[src/rtl/ctsc_pkg.sv]
`default_nettype none

package ctsc_pkg;

    localparam int MAX_TASKS    = 16;
    localparam int TICK_WIDTH   = 16;
    localparam int RESULT_LIMIT = 16;

    localparam int IDX_W  = (MAX_TASKS > 1) ? $clog2(MAX_TASKS) : 1;
    localparam int CNT_W  = $clog2(MAX_TASKS + 1);
    localparam int RES_W  = $clog2(RESULT_LIMIT + 1);
    localparam int PEND_W = 8;

    localparam logic [PEND_W-1:0] PEND_MAX = '1;

    typedef struct packed {
        logic [7:0]            handle;
        logic [TICK_WIDTH-1:0] delay;
        logic [TICK_WIDTH-1:0] period;
        logic [PEND_W-1:0]     pending;
    } t_entry;

    localparam int ENTRY_W = $bits(t_entry);

    typedef enum logic [2:0] {
        REQ_ADD      = 3'd0,
        REQ_DELETE   = 3'd1,
        REQ_TICK     = 3'd2,
        REQ_DISPATCH = 3'd3,
        REQ_CLEAR    = 3'd4
    } t_req;

    typedef enum logic [1:0] {
        ST_OK        = 2'd0,
        ST_FULL      = 2'd1,
        ST_BAD_INDEX = 2'd2
    } t_status;

    typedef enum logic [1:0] {
        OP_PASS,
        OP_TICK,
        OP_DISPATCH
    } t_op;

    typedef struct packed {
        logic ready;
        logic one_shot;
    } t_flags;

endpackage

`default_nettype wire

[src/rtl/ctsc_ram.sv]
`default_nettype none

module ctsc_ram #(
    parameter int WIDTH = 8,
    parameter int DEPTH = 16
) (
    input  wire logic                                       i_clk,
    input  wire logic                                       i_we,
    input  wire logic [((DEPTH > 1) ? $clog2(DEPTH) : 1)-1:0] i_waddr,
    input  wire logic [WIDTH-1:0]                           i_wdata,
    input  wire logic                                       i_re,
    input  wire logic [((DEPTH > 1) ? $clog2(DEPTH) : 1)-1:0] i_raddr,
    output logic      [WIDTH-1:0]                           o_rdata
);

    logic [WIDTH-1:0] r_mem [DEPTH];

    always_ff @(posedge i_clk) begin
        if (i_we) begin
            r_mem[i_waddr] <= i_wdata;
        end
        if (i_re) begin
            o_rdata <= r_mem[i_raddr];
        end
    end

endmodule

`default_nettype wire

[src/rtl/ctsc_entry_alu.sv]
`default_nettype none

module ctsc_entry_alu import ctsc_pkg::*; (
    input  wire t_op    i_op,
    input  wire t_entry i_entry,
    output t_entry      o_entry,
    output t_flags      o_flags
);

    logic [TICK_WIDTH-1:0] w_dec;

    always_comb begin
        w_dec   = (i_entry.delay != '0) ? i_entry.delay - TICK_WIDTH'(1) : '0;
        o_entry = i_entry;
        unique case (i_op)
            OP_TICK: begin
                o_entry.delay = w_dec;
                if (w_dec == '0) begin
                    if (i_entry.pending != PEND_MAX) begin
                        o_entry.pending = i_entry.pending + PEND_W'(1);
                    end
                    if (i_entry.period != '0) begin
                        o_entry.delay = i_entry.period;
                    end
                end
            end
            OP_DISPATCH: begin
                if (i_entry.pending != '0) begin
                    o_entry.pending = i_entry.pending - PEND_W'(1);
                end
            end
            default: begin
                o_entry = i_entry;
            end
        endcase
        o_flags.ready    = (i_entry.pending != '0);
        o_flags.one_shot = (i_entry.period == '0);
    end

endmodule

`default_nettype wire

[src/rtl/cooperative_task_scheduler_core.sv]
// add, clear all and unknown requests give their word from S_DONE into the output register once it is free
// tick walks the table at one entry per cycle through the task ram
// delete shifts later entries down one per cycle
// dispatch visits each entry through S_D_RD and S_D_EVAL, plus a shift walk for each one-shot removal
// one request in flight at a time; the next is accepted once the previous is finished
// reset empties the table (count to zero); ram entries are never read before written
`default_nettype none

module cooperative_task_scheduler_core import ctsc_pkg::*; (
    input  wire logic        i_clk,
    input  wire logic        i_rst_n,
    input  wire logic        i_in_valid,
    output logic             o_in_ready,
    input  wire logic [2:0]  i_req_type,
    input  wire logic [7:0]  i_task_handle,
    input  wire logic [15:0] i_delay_ticks,
    input  wire logic [15:0] i_period_ticks,
    input  wire logic [3:0]  i_task_index,
    output logic             o_out_valid,
    input  wire logic        i_out_ready,
    output logic [1:0]       o_status,
    output logic [3:0]       o_task_id,
    output logic [7:0]       o_run_handle,
    output logic             o_task_ran,
    output logic             o_last
);

    localparam int CMP_W = (CNT_W > 4) ? CNT_W : 4;

    typedef enum logic [2:0] {
        S_IDLE,
        S_WALK,
        S_DONE,
        S_D_RD,
        S_D_EVAL,
        S_D_END
    } t_state;

    t_state             r_state, n_state;
    logic [CNT_W-1:0]   r_count, n_count;
    t_status            r_status, n_status;
    logic [3:0]         r_res_id, n_res_id;
    logic               r_shift, n_shift;
    logic               r_ret_disp, n_ret_disp;
    logic [CNT_W-1:0]   r_rd, n_rd;
    logic [CNT_W-1:0]   r_lim, n_lim;
    logic               r_pipe_vld, n_pipe_vld;
    logic [IDX_W-1:0]   r_pipe_addr, n_pipe_addr;
    logic [CNT_W-1:0]   r_i, n_i;
    logic [RES_W-1:0]   r_n, n_n;
    logic               r_hold_vld, n_hold_vld;
    logic [IDX_W-1:0]   r_hold_idx, n_hold_idx;
    logic [7:0]         r_hold_handle, n_hold_handle;
    logic               r_out_vld, n_out_vld;
    logic [1:0]         r_out_status, n_out_status;
    logic [3:0]         r_out_id, n_out_id;
    logic [7:0]         r_out_handle, n_out_handle;
    logic               r_out_ran, n_out_ran;
    logic               r_out_last, n_out_last;

    logic               w_we, w_re, w_accept, w_out_free;
    logic [IDX_W-1:0]   w_waddr, w_raddr;
    t_entry             w_wdata, w_rdata, w_alu_out;
    t_op                w_op;
    t_flags             w_flags;

    ctsc_ram #(
        .WIDTH (ENTRY_W),
        .DEPTH (MAX_TASKS)
    ) u_ram (
        .i_clk   (i_clk),
        .i_we    (w_we),
        .i_waddr (w_waddr),
        .i_wdata (w_wdata),
        .i_re    (w_re),
        .i_raddr (w_raddr),
        .o_rdata (w_rdata)
    );

    ctsc_entry_alu u_alu (
        .i_op    (w_op),
        .i_entry (w_rdata),
        .o_entry (w_alu_out),
        .o_flags (w_flags)
    );

    assign o_in_ready   = (r_state == S_IDLE);
    assign w_accept     = i_in_valid && o_in_ready;
    assign w_out_free   = !r_out_vld || i_out_ready;
    assign o_out_valid  = r_out_vld;
    assign o_status     = r_out_status;
    assign o_task_id    = r_out_id;
    assign o_run_handle = r_out_handle;
    assign o_task_ran   = r_out_ran;
    assign o_last       = r_out_last;

    always_comb begin
        n_state       = r_state;
        n_count       = r_count;
        n_status      = r_status;
        n_res_id      = r_res_id;
        n_shift       = r_shift;
        n_ret_disp    = r_ret_disp;
        n_rd          = r_rd;
        n_lim         = r_lim;
        n_pipe_vld    = r_pipe_vld;
        n_pipe_addr   = r_pipe_addr;
        n_i           = r_i;
        n_n           = r_n;
        n_hold_vld    = r_hold_vld;
        n_hold_idx    = r_hold_idx;
        n_hold_handle = r_hold_handle;
        n_out_vld     = r_out_vld && !i_out_ready;
        n_out_status  = r_out_status;
        n_out_id      = r_out_id;
        n_out_handle  = r_out_handle;
        n_out_ran     = r_out_ran;
        n_out_last    = r_out_last;
        w_we          = 1'b0;
        w_waddr       = '0;
        w_wdata       = w_alu_out;
        w_re          = 1'b0;
        w_raddr       = '0;
        w_op          = OP_PASS;

        unique case (r_state)
            S_IDLE: begin
                if (w_accept) begin
                    n_status = ST_OK;
                    n_res_id = '0;
                    n_state  = S_DONE;
                    unique case (i_req_type)
                        REQ_ADD: begin
                            if (r_count >= CNT_W'(MAX_TASKS)) begin
                                n_status = ST_FULL;
                            end else begin
                                w_we            = 1'b1;
                                w_waddr         = r_count[IDX_W-1:0];
                                w_wdata.handle  = i_task_handle;
                                w_wdata.delay   = TICK_WIDTH'(i_delay_ticks);
                                w_wdata.period  = TICK_WIDTH'(i_period_ticks);
                                w_wdata.pending = '0;
                                n_res_id        = 4'(r_count);
                                n_count         = r_count + CNT_W'(1);
                            end
                        end
                        REQ_DELETE: begin
                            if (CMP_W'(i_task_index) >= CMP_W'(r_count)) begin
                                n_status = ST_BAD_INDEX;
                            end else begin
                                n_count    = r_count - CNT_W'(1);
                                n_rd       = CNT_W'(i_task_index) + CNT_W'(1);
                                n_lim      = r_count;
                                n_shift    = 1'b1;
                                n_ret_disp = 1'b0;
                                n_state    = S_WALK;
                            end
                        end
                        REQ_TICK: begin
                            n_rd       = '0;
                            n_lim      = r_count;
                            n_shift    = 1'b0;
                            n_ret_disp = 1'b0;
                            n_state    = S_WALK;
                        end
                        REQ_DISPATCH: begin
                            n_i        = '0;
                            n_n        = '0;
                            n_hold_vld = 1'b0;
                            n_state    = S_D_RD;
                        end
                        REQ_CLEAR: begin
                            n_count = '0;
                        end
                        default: begin
                            n_status = ST_OK;
                        end
                    endcase
                end
            end
            S_WALK: begin
                if (r_pipe_vld) begin
                    w_we    = 1'b1;
                    w_waddr = r_shift ? r_pipe_addr - IDX_W'(1) : r_pipe_addr;
                    w_op    = r_shift ? OP_PASS : OP_TICK;
                end
                if (r_rd < r_lim) begin
                    w_re        = 1'b1;
                    w_raddr     = r_rd[IDX_W-1:0];
                    n_rd        = r_rd + CNT_W'(1);
                    n_pipe_vld  = 1'b1;
                    n_pipe_addr = r_rd[IDX_W-1:0];
                end else begin
                    n_pipe_vld = 1'b0;
                    if (!r_pipe_vld) begin
                        n_state = r_ret_disp ? S_D_RD : S_DONE;
                    end
                end
            end
            S_D_RD: begin
                if (r_i < r_count && r_n < RES_W'(RESULT_LIMIT)) begin
                    w_re    = 1'b1;
                    w_raddr = r_i[IDX_W-1:0];
                    n_state = S_D_EVAL;
                end else begin
                    n_state = S_D_END;
                end
            end
            S_D_EVAL: begin
                w_op = OP_DISPATCH;
                if (!w_flags.ready) begin
                    n_i     = r_i + CNT_W'(1);
                    n_state = S_D_RD;
                end else if (!r_hold_vld || w_out_free) begin
                    if (r_hold_vld) begin
                        n_out_vld    = 1'b1;
                        n_out_status = ST_OK;
                        n_out_id     = 4'(r_hold_idx);
                        n_out_handle = r_hold_handle;
                        n_out_ran    = 1'b1;
                        n_out_last   = 1'b0;
                    end
                    n_hold_vld    = 1'b1;
                    n_hold_idx    = r_i[IDX_W-1:0];
                    n_hold_handle = w_rdata.handle;
                    n_n           = r_n + RES_W'(1);
                    if (!w_flags.one_shot) begin
                        w_we    = 1'b1;
                        w_waddr = r_i[IDX_W-1:0];
                        n_i     = r_i + CNT_W'(1);
                        n_state = S_D_RD;
                    end else begin
                        n_count    = r_count - CNT_W'(1);
                        n_rd       = r_i + CNT_W'(1);
                        n_lim      = r_count;
                        n_shift    = 1'b1;
                        n_ret_disp = 1'b1;
                        n_state    = S_WALK;
                    end
                end
            end
            S_D_END: begin
                if (w_out_free) begin
                    n_out_vld    = 1'b1;
                    n_out_status = ST_OK;
                    n_out_id     = r_hold_vld ? 4'(r_hold_idx) : 4'd0;
                    n_out_handle = r_hold_vld ? r_hold_handle : 8'd0;
                    n_out_ran    = r_hold_vld;
                    n_out_last   = 1'b1;
                    n_hold_vld   = 1'b0;
                    n_state      = S_IDLE;
                end
            end
            S_DONE: begin
                if (w_out_free) begin
                    n_out_vld    = 1'b1;
                    n_out_status = r_status;
                    n_out_id     = r_res_id;
                    n_out_handle = '0;
                    n_out_ran    = 1'b0;
                    n_out_last   = 1'b1;
                    n_state      = S_IDLE;
                end
            end
            default: begin
                n_state = S_IDLE;
            end
        endcase
    end

    always_ff @(posedge i_clk) begin
        if (!i_rst_n) begin
            r_state    <= S_IDLE;
            r_count    <= '0;
            r_pipe_vld <= 1'b0;
            r_hold_vld <= 1'b0;
            r_out_vld  <= 1'b0;
            r_n        <= '0;
            r_rd       <= '0;
            r_lim      <= '0;
        end else begin
            r_state    <= n_state;
            r_count    <= n_count;
            r_pipe_vld <= n_pipe_vld;
            r_hold_vld <= n_hold_vld;
            r_out_vld  <= n_out_vld;
            r_n        <= n_n;
            r_rd       <= n_rd;
            r_lim      <= n_lim;
        end
        r_status      <= n_status;
        r_res_id      <= n_res_id;
        r_shift       <= n_shift;
        r_ret_disp    <= n_ret_disp;
        r_pipe_addr   <= n_pipe_addr;
        r_i           <= n_i;
        r_hold_idx    <= n_hold_idx;
        r_hold_handle <= n_hold_handle;
        r_out_status  <= n_out_status;
        r_out_id      <= n_out_id;
        r_out_handle  <= n_out_handle;
        r_out_ran     <= n_out_ran;
        r_out_last    <= n_out_last;
    end

    a_count_bound: assert property (@(posedge i_clk) disable iff (!i_rst_n)
        r_count <= CNT_W'(MAX_TASKS))
        else $error("task count above table size");

    a_result_bound: assert property (@(posedge i_clk) disable iff (!i_rst_n)
        r_n <= RES_W'(RESULT_LIMIT))
        else $error("dispatch result count above limit");

    a_walk_range: assert property (@(posedge i_clk) disable iff (!i_rst_n)
        r_state == S_WALK |-> r_rd <= r_lim && r_lim <= CNT_W'(MAX_TASKS))
        else $error("walk pointer beyond its limit");

    a_hold_scope: assert property (@(posedge i_clk) disable iff (!i_rst_n)
        r_hold_vld |-> (r_state == S_D_RD || r_state == S_D_EVAL ||
                        r_state == S_D_END || r_state == S_WALK))
        else $error("held dispatch word outside a dispatch");

    a_push_room: assert property (@(posedge i_clk) disable iff (!i_rst_n)
        r_state == S_DONE && r_out_vld && !i_out_ready |=> r_state == S_DONE)
        else $error("result left without room in output register");

endmodule

`default_nettype wire

[config.mk]
export PLATFORM = sky130hd
export DESIGN_NAME = cooperative_task_scheduler_core
export DESIGN_NICKNAME = d
export VERILOG_FILES = /design/src/rtl/ctsc_pkg.sv /design/src/rtl/ctsc_ram.sv /design/src/rtl/ctsc_entry_alu.sv /design/src/rtl/cooperative_task_scheduler_core.sv
export SDC_FILE = /design/constraint.sdc
export NUM_CORES = 1
export LEC_CHECK = 0
export BUFFER_PORTS_ARGS = -buffer_cell sky130_fd_sc_hd__buf_2
export CELL_PAD_IN_SITES_DETAIL_PLACEMENT = 1
export CELL_PAD_IN_SITES_GLOBAL_PLACEMENT = 2
export CORE_MARGIN = 2
export CORE_UTILIZATION = 42
export CTS_BUF_LIST = sky130_fd_sc_hd__clkbuf_8
export DETAILED_ROUTE_END_ITERATION = 12
export PLACE_DENSITY_LB_ADDON = 0.1
export SLEW_MARGIN = 10
export SYNTH_ARGS = -nofsm -noshare
export SYNTH_HDL_FRONTEND = slang
export SYNTH_SLANG_ARGS = --single-unit
[constraint.sdc]
create_clock -name i_clk -period 5.9 [get_ports i_clk]
set_input_delay 0.59 -clock i_clk [delete_from_list [all_inputs] [get_ports i_clk]]
set_output_delay 0.59 -clock i_clk [all_outputs]
set_load 0.03 [all_outputs]
-- After elaboration in Yosys (flattened, before gate mapping)
Memory sizes are Yosys's and may differ from the RTL's. A register that Yosys moved wholly into a read port is not among the register bits.
Cells that the tools add are included.
- output and inout port bits: 18
- bits of input ports: 51
- word-level logic and storage cells: 239
- memory bits (writable): 768
- memories: 1
- register bits after elaboration: 71
- memories (name ; depth ; bits a word ; rd ports ; clocked after Yosys merged registers in ; wr ports ; RTL line ; text):
    u_ram.r_mem ; 16 ; 48 ; 1 ; 1 ; 1 ; ctsc_ram.sv:16 ; logic [WIDTH-1:0] r_mem [DEPTH];
- eq/ne operators: 30
- reduce and logical (&&, ||, !) cells: 33
- add/subtract/negate cells: 10
- muxes and demuxes: 139
- magnitude comparators: 5
- operators with widths (cell ; number):
    $mux 48 ; 4
    $mux 5 ; 24
    $mux 8 ; 9
    $mux 16 ; 4
    $mux 4 ; 16
    $pmux 5 s2 ; 6
    $mux 1 ; 40
    $logic_not 16->1 ; 2
    $reduce_bool 16->1 ; 2
    $pmux 5 s3 ; 2
    $pmux 4 s3 ; 2
    $pmux 8 s3 ; 1
    $add 5x1->5 const B ; 4
    $reduce_and 5->1 ; 4
    $mux 3 ; 6
    $ne 2x2->1 const B ; 9
    $mux 2 ; 8
    $pmux 8 s2 ; 1
    $reduce_and 8->1 ; 2
    $sub 16x1->16 const B ; 1
    $pmux 3 s5 ; 1
    $pmux 1 s2 ; 7
    $eq 3x2->1 const B ; 4
    $ne 3x3->1 const B ; 4
    other kinds (33) ; 54

-- Longest topological paths before layout
- word-level depth: 9
- mapped depth: 13
- gate-level depth less buffers: 10

-- Cells and area by module
A second synthesis with hierarchy kept.
- cell total of the unflattened synthesis: 2014
- area, all modules: 36206.0 µm²
- modules (own cells, without submodules) (module ; cells each ; instances ; area an instance (µm²)):
    ctsc_ram ; 1242 ; 1 ; 30171.4
    cooperative_task_scheduler_core ; 513 ; 1 ; 4415.5
    ctsc_entry_alu ; 259 ; 1 ; 1619.1

-- Worst setup path before layout
OpenSTA, ideal clock, no wires.
- kind: reg-to-reg
- from: register u_ram.o_rdata[0], read port of u_ram.r_mem
- to: memory u_ram.r_mem[0][0] in the netlist's numbering, enable pin
- cell stages (with the launch flop): 10
- library setup time: 0.495 ns
- setup slack: 0.341 ns
- data arrival time: 5.064 ns
- period minus slack after synthesis: 5.559 ns
- required time: 5.405 ns
- cells stage by stage: edfxtp_1 > inv_1 > ha_1 > or4b_4 > nor2b_2 > nand2b_2 > nor2_2 > a221oi_1 > o311ai_1 > a2111oi_2
- cells in the longest elaborated chain, start to end: 5
- elaborated cells between the ends (all ways): 7
- classes of those cells: mux (6); reduce/logical (1)
- ends and longest elaborated chain (item ; RTL line ; text):
    start: declaration ; ctsc_ram.sv:13 ; output logic [WIDTH-1:0] o_rdata
    $reduce_bool 8->1 * ; ctsc_entry_alu.sv:36 ; o_flags.ready = (i_entry.pending != '0);
    $mux 1 ; cooperative_task_scheduler_core.sv:211 ; if (!w_flags.ready) begin
    $pmux 1 s3 ; cooperative_task_scheduler_core.sv:126 ; unique case (r_state)
    $mux 1 ; ctsc_ram.sv:19 ; if (i_we) begin
    $mux 1 (implied by the code) ; ctsc_ram.sv:20 ; r_mem[i_waddr] <= i_wdata;
    end: declaration ; ctsc_ram.sv:16 ;
Every way passes the cells marked *; elsewhere a longest branch is shown, timed or not.

-- Worst setup path after layout
- from: register u_ram.o_rdata[1], read port of u_ram.r_mem
- to: memory u_ram.r_mem[0][13] in the netlist's numbering, enable pin
Same word-level chain as after synthesis.

==> results.sh <==
export IMPL_status="complete, but fails checks"
export IMPL_violations="design-rule violations"
export IMPL_timing_fmax_ghz=0.231
export IMPL_crit_type="flop to flop"
export IMPL_finalSetupViolCount=0
export IMPL_hold_viol=0
export IMPL_synth_compound_area_share_pct=12.9
export IMPL_overflow=0
export IMPL_cts_hold_fix_buffers=0
export IMPL_dr_pass1_iters=11
export IMPL_yosys_area_share_simple_pct=11.3
export IMPL_fin_tns_setup_ns=0
export IMPL_grt_pass1_wl_um=181000
export IMPL_avgSynthCellArea_sq_um=13.1
export IMPL_routed_wl_um=123000
export IMPL_die_w_um=303
export IMPL_synth_xor_area_share_pct=0.607
export IMPL_hold_path_class="input pin to flop"
export IMPL_drive_gt1_share_pct=13.2
export IMPL_viasPerCell=6.02
export IMPL_cts_sink_count=887
export IMPL_yosysSeqAreaShare_pct=70.3
export IMPL_htree_levels=4
export IMPL_synth_cell_types=87
export IMPL_relSlewSlack_pct=15.1
export IMPL_regArea_sq_um=26400
export IMPL_crit_slowest_cell="buf_4"
export IMPL_syn_inst=2865
export IMPL_clockBufferDepth=3
export IMPL_synth_cell_area_sq_um=37500
export IMPL_fp_dieArea_sq_um=91800
export IMPL_cts_tree="done"
export IMPL_ys_flop_type="edfxtp_1"
export IMPL_path_cells="inv_1, ha_1, or4b_4, nor2b_2, nand2b_2, nor2_2, a221oi_1, nand2_1, a2111oi_4, buf_4"
export IMPL_p_leak_nw=14.7
export IMPL_synth_top_family_by_area="compound AO/OA/AOI/OAI gates"
export IMPL_drc_errors=6
export IMPL_synth_nets=2938
export IMPL_multiInputGateArea_sq_um=10400
export IMPL_synth_adder_area_share_pct=0.733
export IMPL_num_vias=25600
export IMPL_path_max_fanout=48
export IMPL_synth_mux_area_share_pct=1.42
export IMPL_endpoint_kind="flop"
export IMPL_cts_setup_buffers=0
export IMPL_synth_top_area_share_pct=68.9
export IMPL_cts_buffers=153
export IMPL_grt_setup_unrepaired="false"
export IMPL_wl_per_cell_um=28.9
export IMPL_clkSlewWorstSetupHoldPaths_ns=0.06
export IMPL_irDropWorstVdd_v=0.000229
export IMPL_grt_max_degree=69
export IMPL_rows=109
export IMPL_ant_nets=0
export IMPL_skew_ns=0.0320
export IMPL_holdWs_ns=0.155
export IMPL_num_fill_cells=9017
export IMPL_nets=3048
export IMPL_ys_warn_count=0
export IMPL_io_pins=69
export IMPL_track_usage_pct=27.1
export IMPL_synthArstFlopShare_pct=0
export IMPL_tightest_slew_ns=1.27
export IMPL_crit_path_start_kind="flop"
export IMPL_drtIter0Drc=2245
export IMPL_dieHeight_um=303
export IMPL_maxSlewViolCount=0
export IMPL_reg2reg_slack_ns=1.57
export IMPL_cp_required_ns=6.33
export IMPL_cp_arrival_ns=4.76
export IMPL_core_area_sq_um=88500
export IMPL_hpwl_um=73100
export IMPL_grt_antenna_before_repair=4
export IMPL_cp_slowest_stage_delay_ns=0.84
export IMPL_synth_edf_count=861
export IMPL_gp_congestion=0.848
export IMPL_clk_latency_ns=0.83
export IMPL_p_per_area_nw_per_um2=317
export IMPL_synthToLayoutAreaGrowth_pct=12.7
export IMPL_yosysTopAreaCell="edfxtp_1"
export IMPL_fin_crit_sh_pct=73.4
export IMPL_period_needed_ns=4.33
export IMPL_start_util_pct=42.4
export IMPL_cts_root_buf="clkbuf_8"
export IMPL_grt_pass1_vias=26600
export IMPL_max_cap_violations=0
export IMPL_cts_resized=0
export IMPL_numPortBuffers=68
export IMPL_ys_ff_latch=887
export IMPL_yosys_top_cells_area="edfxtp_1, nand2_1, nand3_1"
==> worst max-delay path: cells and delay by family (launching register included) <==
family          cells  cell delay (ns)
simple gates        5             1.47
fa+ha+maj           1             0.20
flops               1             0.51
buf+inv             2             0.94
compound gates      2             0.76
==> flip-flops by register name, summed over array words and instances (netlist names), 2 cells and up <==
name and cells:
r_lim 5, r_hold_handle 8, o_status 2, r_hold_idx 4, u_ram.o_rdata 48, r_i 5, o_task_id 4, o_run_handle 8
r_count 5, r_pipe_addr 4, r_res_id 4, r_status 2, u_ram.r_mem 768, r_rd 5, r_n 5, r_state 3
==> Yosys cell counts (6+ instances only) <==
| master | instances |
|---|---|
| a41o_1 | 17 |
| a31o_1 | 14 |
| nand2b_1 | 8 |
| a21o_1 | 12 |
| a21boi_0 | 8 |
| a31oi_1 | 16 |
| a32o_1 | 11 |
| xnor2_1 | 13 |
| mux2i_1 | 51 |
| and3_1 | 51 |
| buf_2 | 54 |
| nor2b_1 | 8 |
| o22ai_1 | 25 |
| and2_1 | 24 |
| clkbuf_1 | 122 |
| nand3_1 | 212 |
| o21a_1 | 7 |
| o32ai_1 | 6 |
| nand4_1 | 16 |
| inv_1 | 34 |
| o211ai_1 | 10 |
| dfxtp_1 | 26 |
| xor2_1 | 13 |
| buf_1 | 16 |
| a211oi_1 | 100 |
| a211o_1 | 9 |
| a22o_1 | 21 |
| a221oi_1 | 12 |
| or4_1 | 15 |
| nor2_1 | 75 |
| nor4_1 | 39 |
| o21ai_0 | 192 |
| a311oi_1 | 6 |
| o31ai_1 | 28 |
| nand2_1 | 400 |
| a21oi_1 | 180 |
| buf_4 | 10 |
| a32oi_1 | 14 |
| nor3_1 | 16 |
| edfxtp_1 | 861 |
| ha_1 | 22 |
==> worst paths after layout <==
kind / startpoint / to / cells past startpoint
min reg2reg: u_ram.o_rdata[47]$_DFFE_PP_ / r_hold_handle[7]$_DFFE_PP_ / 0
min: i_task_index[0] / r_rd[0]$_SDFFE_PN0P_ / 3
max: u_ram.o_rdata[1]$_DFFE_PP_ / u_ram.r_mem[0][13]$_DFFE_PP_ / 10
max reg2reg: u_ram.o_rdata[1]$_DFFE_PP_ / u_ram.r_mem[0][13]$_DFFE_PP_ / 10
==> power by group <==
group / switching, W / internal [W]
clock: 0.00252 / 0.00248
sequential: 0.000131 / 0.00718
combinational: 0.000793 / 0.000304
==> final cells by class <==
class / instances / share of cell area (%)
tap: 1165 / 3.45
sequential: 887 / 62.4
multi-input combinational: 1737 / 24.6
antenna: 2 / 0.0118
clock buffer: 159 / 5.17
inverter: 34 / 0.302
timing repair buffer: 162 / 3.06
clock inverter: 110 / 1.09
==> layout by cell type, fill, tap and decap left out, types with 20 or more instances in the layout <==
| cell type | count |
|---|---|
| edfxtp_1 | 861 |
| nand2_1 | 397 |
| nand3_1 | 212 |
| o21ai_0 | 191 |
| a21oi_1 | 179 |
| clkbuf_8 | 159 |
| a211oi_1 | 100 |
| inv_1 | 85 |
| buf_4 | 74 |
| buf_2 | 68 |
| nor2_1 | 59 |
| and3_1 | 50 |
| mux2i_1 | 50 |
| clkinv_1 | 41 |
| nor4_1 | 39 |
| o31ai_1 | 28 |
| dfxtp_1 | 26 |
| and2_1 | 24 |
| o22ai_1 | 22 |
| ha_1 | 22 |
| a22o_1 | 20 |
| buf_12 | 20 |
==> kinds of logic after synthesis <==
logic type,Yosys count
compound gates,741
mux,53
buf+inv,241
xor+xnor,26
fa+ha+maj,22
flops,887
simple gates,895
==> per-layer routing <==
metal | GRT usage, % | share of wire [%]
met1 | 37.0 | 44
met3 | 4.47 | 5.3
met4 | 8.75 | 2.9
met2 | 44.3 | 48
met5 | 0 | 0.013
==> stage by stage <==
| stage | std cells | util, % | cell area, sq um | power (W) | setup WS, ns |
|---|---|---|---|---|---|
| 2_1_floorplan | 2865 | - | 37500 | 0.00804 | 0.341 |
| 3_3_place_gp | 3985 | 44.8 | 39600 | 0.00849 | 1.55 |
| 3_5_place_dp | 3985 | 44.8 | 39600 | 0.00853 | 1.46 |
| 4_1_cts | 4254 | 47.8 | 42300 | 0.0135 | 1.57 |
| 5_1_grt | 4256 | 47.8 | 42300 | 0.0139 | 1.32 |
| 6_report | 4256 | 47.8 | 42300 | 0.0134 | 1.57 |
Power figures use the tool's default switching activity.
